[src/sv/fps_pkg.sv]
// Shared types and constants for the five-point stencil update block.
`timescale 1ns / 1ps

package fps_pkg;

  localparam int SAMPLE_W   = 32;
  localparam int ROW_W      = 16;
  localparam int COL_W      = 8;
  localparam int CFG_IDX_W  = 3;
  localparam int CFG_DATA_W = 32;
  localparam int CFG_COLS_W = 9;
  localparam int PROD_W     = 2 * SAMPLE_W;

  localparam logic signed [SAMPLE_W-1:0] COEF_CENTER_RESET = 32'sh4000_0000;
  localparam int ROWS_RESET = 150;
  localparam int COLS_RESET = 150;
  localparam int GRID_MIN   = 3;
  localparam int AHEAD      = 3;
  localparam int FRAC_SHIFT = 30;

  localparam int FIFO_DEPTH = 8;
  localparam int FIFO_PTR_W = $clog2(FIFO_DEPTH);
  localparam int FIFO_CNT_W = FIFO_PTR_W + 1;

  typedef enum logic [CFG_IDX_W-1:0] {
    CFG_COEF_CENTER = 3'd0,
    CFG_COEF_UP     = 3'd1,
    CFG_COEF_DOWN   = 3'd2,
    CFG_COEF_LEFT   = 3'd3,
    CFG_COEF_RIGHT  = 3'd4,
    CFG_ROWS        = 3'd5,
    CFG_COLS        = 3'd6
  } fps_cfg_idx_t;

  typedef struct packed {
    logic signed [SAMPLE_W-1:0] older;
    logic signed [SAMPLE_W-1:0] prev;
  } fps_pair_t;

  typedef struct packed {
    logic signed [SAMPLE_W-1:0] value;
    logic [ROW_W-1:0]           row;
    logic [COL_W-1:0]           col;
    logic                       frame_end;
  } fps_res_t;

  typedef struct packed {
    logic     a_en;
    logic     b_en;
    fps_res_t a;
    fps_res_t b;
  } fps_fifo_wr_t;

endpackage

[src/sv/fps_cell.sv]
// Window cell: holds one column pair (row two above, row above) and weights the row-above sample.
`timescale 1ns / 1ps

module fps_cell import fps_pkg::*; (
  input  logic                       clk,
  input  logic                       shift_en,
  input  fps_pair_t                  d,
  input  logic signed [SAMPLE_W-1:0] coef,
  output fps_pair_t                  q,
  output logic signed [PROD_W-1:0]   prod
);

  fps_pair_t                pair_r;
  logic signed [PROD_W-1:0] prod_r;

  always_ff @(posedge clk) begin
    if (shift_en) begin
      pair_r <= d;
    end
    prod_r <= $signed(pair_r.prev) * $signed(coef);
  end

  assign q    = pair_r;
  assign prod = prod_r;

endmodule

[config.mk]
export PLATFORM = sky130hd
export DESIGN_NAME = fps_cell
export DESIGN_NICKNAME = d
export VERILOG_FILES = /design/src/sv/fps_pkg.sv /design/src/sv/fps_cell.sv
export SDC_FILE = /design/constraint.sdc
export NUM_CORES = 2
export LEC_CHECK = 0
export BUFFER_PORTS_ARGS = -buffer_cell sky130_fd_sc_hd__buf_4
export CAP_MARGIN = 30
export CORE_ASPECT_RATIO = 1.75
export CORE_UTILIZATION = 39
export DETAILED_ROUTE_END_ITERATION = 8
export REMOVE_ABC_BUFFERS = 1
export SKIP_LAST_GASP = 1
export SYNTH_ARGS = -nofsm -noshare
export SYNTH_HDL_FRONTEND = slang
export SYNTH_SLANG_ARGS = --single-unit
[constraint.sdc]
create_clock -name clk -period 9.7 [get_ports clk]
set_input_delay 0.485 -clock clk [delete_from_list [all_inputs] [get_ports clk]]
set_output_delay 0.485 -clock clk [all_outputs]
set_load 0.05 [all_outputs]
==> out/metrics.cfg <==
[global_routing]
grt_first_pass_wirelength_mm = 183
grt-ovfl-total = 0
grt_max_degree = 65
antenna_found_initial = 3
grt_usage = 0.245
first_global_vias = 31200

[detailed_routing]
drc = 0
drt_iter0_markers = 1269
drt_pass1_iterations = 5
routedWlPerCell_um = 22.4
ant_nets = 0
wirelength_mm = 120
num_vias = 27300
vias_per_cell = 5.08

[clocking]
cts_inserted_buffers = 17
clockRootBuffer = clkbuf_16
clock_path_buffers = 2
hold_buffers = 0
postCtsSetupRepairBufs = 0
cts_resized = 0
cts.clk_slew.worst_paths_ps = 70
cts_tree = done
numClockSinks = 128
htreeDepth = 4
clk_latency_ps = 480

[placement]
io_buffers = 225
dpl.hpwl_mm = 102
place_congestion = 0.910

[logic_synthesis]
synth_cells = 3943
synth-simple-area-share = 0.146
synth_edf_count = 64
synth_fa_ha_area_frac = 0.612
ys.flop_type = edfxtp_1
synthArstFlopShare = 0
ys_ff_latch = 128
synth_compound_area_frac = 0.0333
synth_seq_area_share = 0.0818
ys_types = 61
muxShareOfSynthArea = 0
avgSynthCellArea_sq_um = 9.93
synth_area_sq_um = 39200
synth_top_family_by_area = adder cells
synth_xor_area_frac = 0.0152
synth-warning-count = 0

[worst_hold_path]
min_path_type = input pin to flip-flop
min_from = d[2]

[cells_and_area]
fill_cells = 9645
drive_above_1_share = 0.0805
design.final.nets = 5401
seqCellArea_sq_um = 3200
multi_input_area_sq_um = 31600
area_delta_synth_final_pct = 8.99

[setup_path]
crit_type = flip-flop to flip-flop
cp-startpoint = q[14]
crit_chain = buf_4, nand2_1, fa_1, fa_1, inv_1, fa_1, fa_1, fa_1, fa_1, fa_1, inv_1, fa_1, inv_1, ha_1, nand4_1, nor2_1, nand3_1, or4_1, a21oi_2, a311oi_2, nor2_2, a311oi_4, a21oi_2, xor2_1
critPathSlowestCell = edfxtp_1
end_kind = flip-flop
crit_path_max_fanout = 18
r2r_start = q[14]
worstPathRequired_ps = 10100
critPathLaunchType = flip-flop
cp_common_cell = fa_1
crit_path_max_incr_delay_ps = 1000
worstPathArrival_ps = 9180

[sta]
whs_ps = 188
slew_viol_final = 0
slew_headroom = 0.338
setup-violations-final = 0
min_period_ps = 8780
hold_viol_final = 0
clock_skew_ps = 20.9
fin_setup_tns_ps = 0
fmax_mhz = 114
rsz0062_at_grt = false
worst_pin_slew_ps = 994
fin_crit_sh = 0.905

[die]
ios = 226
dieArea_sq_um = 102000
design.core.area_sq_um = 99400
die_w_um = 242
die_h_um = 421
rows = 153
initial_core_util = 0.394

[flow_run]
cap_violations = 0

[status]
status = finished clean

-- worst paths after layout --
path               to  slack [ps]  depth (start not counted)
max reg2reg  prod[61]         920                         24
min              q[2]         190                          1
min reg2reg   prod[1]        1030                          3
max          prod[61]         920                         24
-- per-layer routing --
metal  vias up  GRT usage  share of wire
li1      11500          -              -
met1     14400      0.217           0.29
met2       919      0.473           0.56
met3       474     0.0313          0.036
met4         2      0.221           0.11
met5         -          0        0.00012
-- stage by stage --
step	util	instance area, sq um	std cells	setup slack, ps
2_1_floorplan	-	38400	3742	1650
3_3_place_gp	0.423	42100	5333	1060
3_5_place_dp	0.424	42100	5334	1040
4_1_cts	0.429	42700	5366	1010
5_1_grt	0.430	42700	5367	631
6_report	0.430	42700	5368	918
-- cells in the final DEF (no fill, tap or decap), types with 3 or more instances in the layout --
| cell type | synthesis | layout |
|---|---|---|
| nand3_1 | 8 | 8 |
| a31o_1 | 3 | 3 |
| nand2b_1 | 13 | 13 |
| buf_4 | 2 | 274 |
| a311o_1 | 3 | 3 |
| a211oi_1 | 11 | 11 |
| clkinv_2 | 0 | 3 |
| o21ai_1 | 7 | 7 |
| nor2_1 | 52 | 52 |
| o21bai_1 | 5 | 5 |
| nor2b_1 | 9 | 9 |
| inv_6 | 0 | 3 |
| ha_1 | 184 | 184 |
| fa_1 | 1082 | 1082 |
| a2111oi_0 | 4 | 4 |
| clkbuf_16 | 0 | 18 |
| a31oi_1 | 6 | 6 |
| a21o_1 | 37 | 37 |
| a21oi_1 | 52 | 52 |
| inv_1 | 950 | 950 |
| a21oi_2 | 3 | 3 |
| nand2_1 | 508 | 508 |
| o21ai_0 | 27 | 27 |
| dfxtp_1 | 64 | 64 |
| o21a_1 | 5 | 5 |
| clkinv_4 | 0 | 3 |
| xor2_1 | 21 | 21 |
| and3_1 | 12 | 12 |
| a221o_1 | 4 | 4 |
| nand4_1 | 11 | 11 |
| xnor2_1 | 47 | 47 |
| and2_1 | 517 | 517 |
| edfxtp_1 | 64 | 64 |
-- registers in the layout, indices dropped and copies added (netlist names) --
signal / cells
prod: 64
q: 64
-- worst max-delay path: cells and delay by family, from the launching register on --
kind                     cells  cell delay (ps)
flip-flops                   1             1000
buffers and inverters        4              580
adder cells (fa/ha/maj)      9             4560
AND/OR/NAND/NOR              6             1510
XOR/XNOR                     1              140
AO/OA/AOI/OAI                4              870
-- logic make-up (layout without fill, tap and decap cells) --
| group | Yosys count | in the layout |
|---|---|---|
| buffers and inverters | 1151 | 1258 |
| xor gates and xnor gates | 68 | 68 |
| DFF | 128 | 128 |
| and+or+nand+nor | 1140 | 1140 |
| other | 0 | 1 |
| adders and majority gates | 1266 | 1266 |
| AOI/OAI and AO/OA | 190 | 190 |
-- cells in the mapped netlist, types with 2 or more instances --
cell type  count  area share
and2_1       517       0.083
o31a_1         2     0.00045
o21ai_1        7     0.00089
a211oi_1      11      0.0021
nor2b_1        9      0.0014
o21bai_1       5     0.00096
a21oi_2        3     0.00067
fa_1        1082        0.55
nand2_1      508       0.049
a21oi_1       52      0.0066
xnor2_1       47       0.011
nor2_1        52      0.0050
o211ai_1       2     0.00038
inv_1        950       0.091
a2111oi_0      4     0.00089
a221o_1        4      0.0010
buf_6          3     0.00086
clkbuf_1     191       0.018
nand2b_1      13      0.0021
dfxtp_1       64       0.033
ha_1         184       0.059
nor3_1         2     0.00026
and4_1         2     0.00045
o21ai_0       27      0.0035
o21ai_2        2     0.00045
o21a_1         5     0.00096
edfxtp_1      64       0.049
xor2_1        21      0.0047
a31o_1         3     0.00067
and3_1        12      0.0019
nand4_1       11      0.0018
a21o_1        37      0.0071
nand3_1        8      0.0010
a311o_1        3     0.00077
a21o_2         2     0.00045
buf_1          2     0.00019
a31oi_1        6     0.00096
a211o_1        2     0.00045
buf_4          2     0.00038
-- layout make-up --
class / count / area share
Multi-Input combinational cell: 2664 / 0.740
Inverter: 950 / 0.0835
Sequential cell: 128 / 0.0750
Timing Repair Buffer: 276 / 0.0495
Tap cell: 1317 / 0.0386
Clock buffer: 19 / 0.0109
Clock inverter: 13 / 0.00232
Antenna cell: 1 / 0.0000586
Power is not shown: default switching activity piles up to over one toggle a cycle in this logic, so the estimate is an artifact.
