[src/sv/fps_pkg.sv]
// Shared types and constants for the five-point stencil update block.
`timescale 1ns / 1ps

package fps_pkg;

  localparam int SAMPLE_W   = 32;
  localparam int ROW_W      = 16;
  localparam int COL_W      = 8;
  localparam int CFG_IDX_W  = 3;
  localparam int CFG_DATA_W = 32;
  localparam int CFG_COLS_W = 9;
  localparam int PROD_W     = 2 * SAMPLE_W;

  localparam logic signed [SAMPLE_W-1:0] COEF_CENTER_RESET = 32'sh4000_0000;
  localparam int ROWS_RESET = 150;
  localparam int COLS_RESET = 150;
  localparam int GRID_MIN   = 3;
  localparam int AHEAD      = 3;
  localparam int FRAC_SHIFT = 30;

  localparam int FIFO_DEPTH = 8;
  localparam int FIFO_PTR_W = $clog2(FIFO_DEPTH);
  localparam int FIFO_CNT_W = FIFO_PTR_W + 1;

  typedef enum logic [CFG_IDX_W-1:0] {
    CFG_COEF_CENTER = 3'd0,
    CFG_COEF_UP     = 3'd1,
    CFG_COEF_DOWN   = 3'd2,
    CFG_COEF_LEFT   = 3'd3,
    CFG_COEF_RIGHT  = 3'd4,
    CFG_ROWS        = 3'd5,
    CFG_COLS        = 3'd6
  } fps_cfg_idx_t;

  typedef struct packed {
    logic signed [SAMPLE_W-1:0] older;
    logic signed [SAMPLE_W-1:0] prev;
  } fps_pair_t;

  typedef struct packed {
    logic signed [SAMPLE_W-1:0] value;
    logic [ROW_W-1:0]           row;
    logic [COL_W-1:0]           col;
    logic                       frame_end;
  } fps_res_t;

  typedef struct packed {
    logic     a_en;
    logic     b_en;
    fps_res_t a;
    fps_res_t b;
  } fps_fifo_wr_t;

endpackage

[src/sv/fps_out_fifo.sv]
// Result queue: up to two writes and one read per cycle.
`timescale 1ns / 1ps

module fps_out_fifo import fps_pkg::*; (
  input  logic         clk,
  input  logic         rst_n,
  input  fps_fifo_wr_t wr,
  input  logic         rd_en,
  output logic         rd_valid,
  output fps_res_t     rd_data
);

  fps_res_t                fifo_r [FIFO_DEPTH];
  logic [FIFO_PTR_W-1:0]   wr_ptr_r, wr_ptr_nxt, rd_ptr_r, rd_ptr_nxt, wr_ptr_p1;
  logic [FIFO_CNT_W-1:0]   count_r, count_nxt;
  logic [FIFO_CNT_W-1:0]   n_wr;

  assign wr_ptr_p1 = wr_ptr_r + FIFO_PTR_W'(1);
  assign n_wr      = FIFO_CNT_W'(wr.a_en) + FIFO_CNT_W'(wr.b_en);

  always_ff @(posedge clk) begin
    if (wr.a_en) begin
      fifo_r[wr_ptr_r] <= wr.a;
    end
    if (wr.b_en) begin
      fifo_r[wr.a_en ? wr_ptr_p1 : wr_ptr_r] <= wr.b;
    end
  end

  always_comb begin
    wr_ptr_nxt = wr_ptr_r + FIFO_PTR_W'(n_wr);
    rd_ptr_nxt = rd_en ? rd_ptr_r + FIFO_PTR_W'(1) : rd_ptr_r;
    count_nxt  = count_r + n_wr - (rd_en ? FIFO_CNT_W'(1) : FIFO_CNT_W'(0));
  end

  always_ff @(posedge clk) begin
    if (!rst_n) begin
      wr_ptr_r <= '0;
      rd_ptr_r <= '0;
      count_r  <= '0;
    end else begin
      wr_ptr_r <= wr_ptr_nxt;
      rd_ptr_r <= rd_ptr_nxt;
      count_r  <= count_nxt;
    end
  end

  assign rd_valid = (count_r != '0);
  assign rd_data  = fifo_r[rd_ptr_r];

endmodule

[config.mk]
export PLATFORM = sky130hd
export DESIGN_NAME = fps_out_fifo
export DESIGN_NICKNAME = d
export VERILOG_FILES = /design/src/sv/fps_pkg.sv /design/src/sv/fps_out_fifo.sv
export SDC_FILE = /design/constraint.sdc
export NUM_CORES = 1
export LEC_CHECK = 0
export BUFFER_PORTS_ARGS = -buffer_cell sky130_fd_sc_hd__buf_2
export CAP_MARGIN = 20
export CELL_PAD_IN_SITES_DETAIL_PLACEMENT = 2
export CELL_PAD_IN_SITES_GLOBAL_PLACEMENT = 2
export CORE_MARGIN = 4
export CORE_UTILIZATION = 52
export CTS_BUF_LIST = sky130_fd_sc_hd__clkbuf_4 sky130_fd_sc_hd__clkbuf_8
export DETAILED_ROUTE_END_ITERATION = 6
export PLACE_DENSITY_LB_ADDON = 0.08
export SYNTH_ARGS = -nofsm -noshare
export SYNTH_HDL_FRONTEND = slang
export SYNTH_SLANG_ARGS = --single-unit
[constraint.sdc]
create_clock -name clk -period 16.78 [get_ports clk]
set_input_delay 0.839 -clock clk [delete_from_list [all_inputs] [get_ports clk]]
set_output_delay 0.839 -clock clk [all_outputs]
set_load 0.05 [all_outputs]
==> results.cfg <==
[placement]
dp_cells = 1971
gp_congestion = 0.742
port_buffers = 176
place_hpwl_mm = 39.4

[floorplanning]
row_count = 77
initial_core_util_pct = 52.9
dieWidth_um = 221
ios = 177
coreArea_mm2 = 0.0444
dieArea_mm2 = 0.0486
dieHeight_um = 221

[clock_network]
clock_path_buffers = 3
cts-resized-gates = 0
cts.sinks = 469
htreeDepth = 3
root_buffer = clkbuf_8
clk_pin_slew_worst_paths_ns = 0.06
cts_buffers = 80
hold_buffers = 0
clk_latency_ns = 0.65
cts_setup_buffers = 0
cts_tree = yes

[finish]
final_cells = 2120
drive_above_1_share_pct = 58.2
final_common_cell = edfxtp_1
final_util_pct = 59.6
layout_common_cells = edfxtp_1 (456), mux2_2 (432), buf_2 (176)
regArea_mm2 = 0.0140
fin_nets = 1593
area_growth_pct = 12.8
n_fill_cell = 3711
multi_input_area_mm2 = 0.00917

[sta]
tns_ns = 0
whs_ns = 0.554
period_share_pct = 31.1
min_period_ns = 5.21
finalHoldViolCount = 0
drv_slew = 0
clock_skew_ns = 0.0143
finalSetupViolCount = 0
tightestPinTransition_ns = 1.14
grt_setup_unrepaired = false
max_freq_mhz = 192
max_slew_margin_pct = 24.2

[global_route]
grt_pass1_vias = 15500
grt_max_degree = 60
grt_usage_pct = 30.7
grt-ovfl-total = 0
grt_antenna_before_repair = 11
grt_pass1_wl_mm = 108

[synthesis]
yosysSeqAreaShare_pct = 59.4
yosysUniqueCellTypes = 39
ys_seq_elements = 469
synthCells = 1266
yosysWarnings = 0
netlist_area_mm2 = 0.0235
syn_area_per_cell_um2 = 18.6
syn-num-nets = 1397

[worst_setup_path]
critPathRequiredTime_ns = 15.94
r2r_slack_ns = 12.82
path_max_fanout = 46
critPathCaptureType = primary output
critPathLaunchType = flop
worstSetupPathType = reg -> out
crit_arrival_ns = 4.37

[power]
cellPowerDensity_mw_per_mm2 = 120
leakage_nw = 8.91
internal_power_mw = 2.21
vdd_drop_max_mv = 0.0627
pwr-share-clk_pct = 31.6
netSwitchingFraction_pct = 30.9
comb_power_share_pct = 22.0
p_seq_share_pct = 46.3
p_switching_mw = 0.985

[routing]
drt_first_pass_iters = 5
drt_iter0_drc = 1185
routed_via_density = 6.40
detail_route.wl_per_cell_um = 34.9
totalWireLength_mm = 74.0
vias = 13600
detail-route-antenna-nets = 0
post-route-drc-count = 0

[run_status]
outcome = complete, no violations

[job]
drv_cap = 0

[min_path]
hold_class = in -> reg
==> cell usage after synthesis <==
library cell	number	share of area, %
and2_1	7	0.19
mux4_2	114	11
nor2_1	1	0.016
buf_6	9	0.43
buf_2	36	0.77
or2_2	1	0.027
ha_1	10	0.53
nand2_1	6	0.096
nand2b_1	3	0.080
o311ai_2	4	0.28
nor4b_2	2	0.13
o21bai_1	2	0.064
o21ai_0	6	0.13
inv_1	12	0.19
nor3b_1	1	0.032
mux2_1	82	3.9
and3b_1	2	0.075
xnor2_1	3	0.11
and4b_1	2	0.085
a21bo_2	1	0.043
mux2_2	432	21
mux2i_1	3	0.13
a21boi_0	1	0.032
and4_1	1	0.037
xor2_1	1	0.037
nor2b_1	3	0.080
dfxtp_1	13	1.1
o211a_2	2	0.085
buf_4	15	0.48
clkbuf_1	24	0.38
nor4bb_1	1	0.043
a21o_1	1	0.032
and4bb_1	2	0.11
buf_1	1	0.016
o22ai_1	2	0.053
fa_1	2	0.17
edfxtp_1	456	58
nand3b_1	1	0.032
a21oi_1	1	0.021
==> area by class of cell <==
class                           instances  share of cell area [%]
Clock inverter                         28                   0.421
Inverter                               12                   0.170
Antenna cell                            8                  0.0756
Multi-Input combinational cell        700                    34.6
Clock buffer                          112                    5.11
Timing Repair Buffer                  199                    4.05
Sequential cell                       469                    52.7
Tap cell                              592                    2.80
==> metal layers <==
| layer | global-route usage (%) | share of wire [%] |
|---|---|---|
| met5 | 0 | 0.070 |
| met4 | 10.2 | 2.8 |
| met2 | 52.7 | 52 |
| met3 | 5.63 | 5.5 |
| met1 | 39.7 | 40 |
==> state kept, by name, indices dropped and copies added, names as in the netlist, named ones only <==
name / count
count_r: 4
fifo_r: 456
rd_ptr_r: 3
wr_ptr_r: 3
==> critical path, cell delays in order, from the launching register on <==
cell,delay (ns)
dfxtp_4,0.73
buf_4,0.84
buf_4,0.91
mux4_2,0.61
mux2_2,0.31
buf_2,0.22
==> stage by stage <==
stage / total power [mW] / area (µm²) / setup WS, ns
after CTS: 3.21 / 26400 / 11.41
after floorplan: 1.97 / 23500 / 10.97
after global routing: 3.31 / 26500 / 11.27
after detailed placement: 2.19 / 25000 / 12.13
after global placement: 2.15 / 25000 / 12.17
final: 3.19 / 26500 / 11.57
==> logic make-up (layout without fill, tap and decap cells) <==
family / Yosys count / after routing / share of synthesized area, %
compound gates: 20 / 20 / 0.735
other cells: 0 / 8 / 0
mux: 631 / 631 / 35.7
buf+inv: 97 / 351 / 2.27
flops: 469 / 469 / 59.4
simple gates: 33 / 33 / 1.02
xor+xnor: 4 / 4 / 0.149
fa+ha+maj: 12 / 12 / 0.703
==> worst paths after layout <==
kind                   end        start  cells past startpoint
max            rd_data[28]         flop                      5
max reg2reg  fifo_r[0][39]  wr_ptr_r[0]                      5
min reg2reg           flop  rd_ptr_r[1]                      2
min             count_r[1]        rst_n                      2
==> power groups by stage <==
stage	Combinational, mW	Sequential, mW	Clock (mW)
global route	0.739	1.49	1.08
CTS	0.705	1.48	1.03
floorplan	0.493	1.48	0
global placement	0.665	1.49	0
finish	0.703	1.48	1.01
detailed placement	0.691	1.50	0
(Power assumes the default switching activity.)
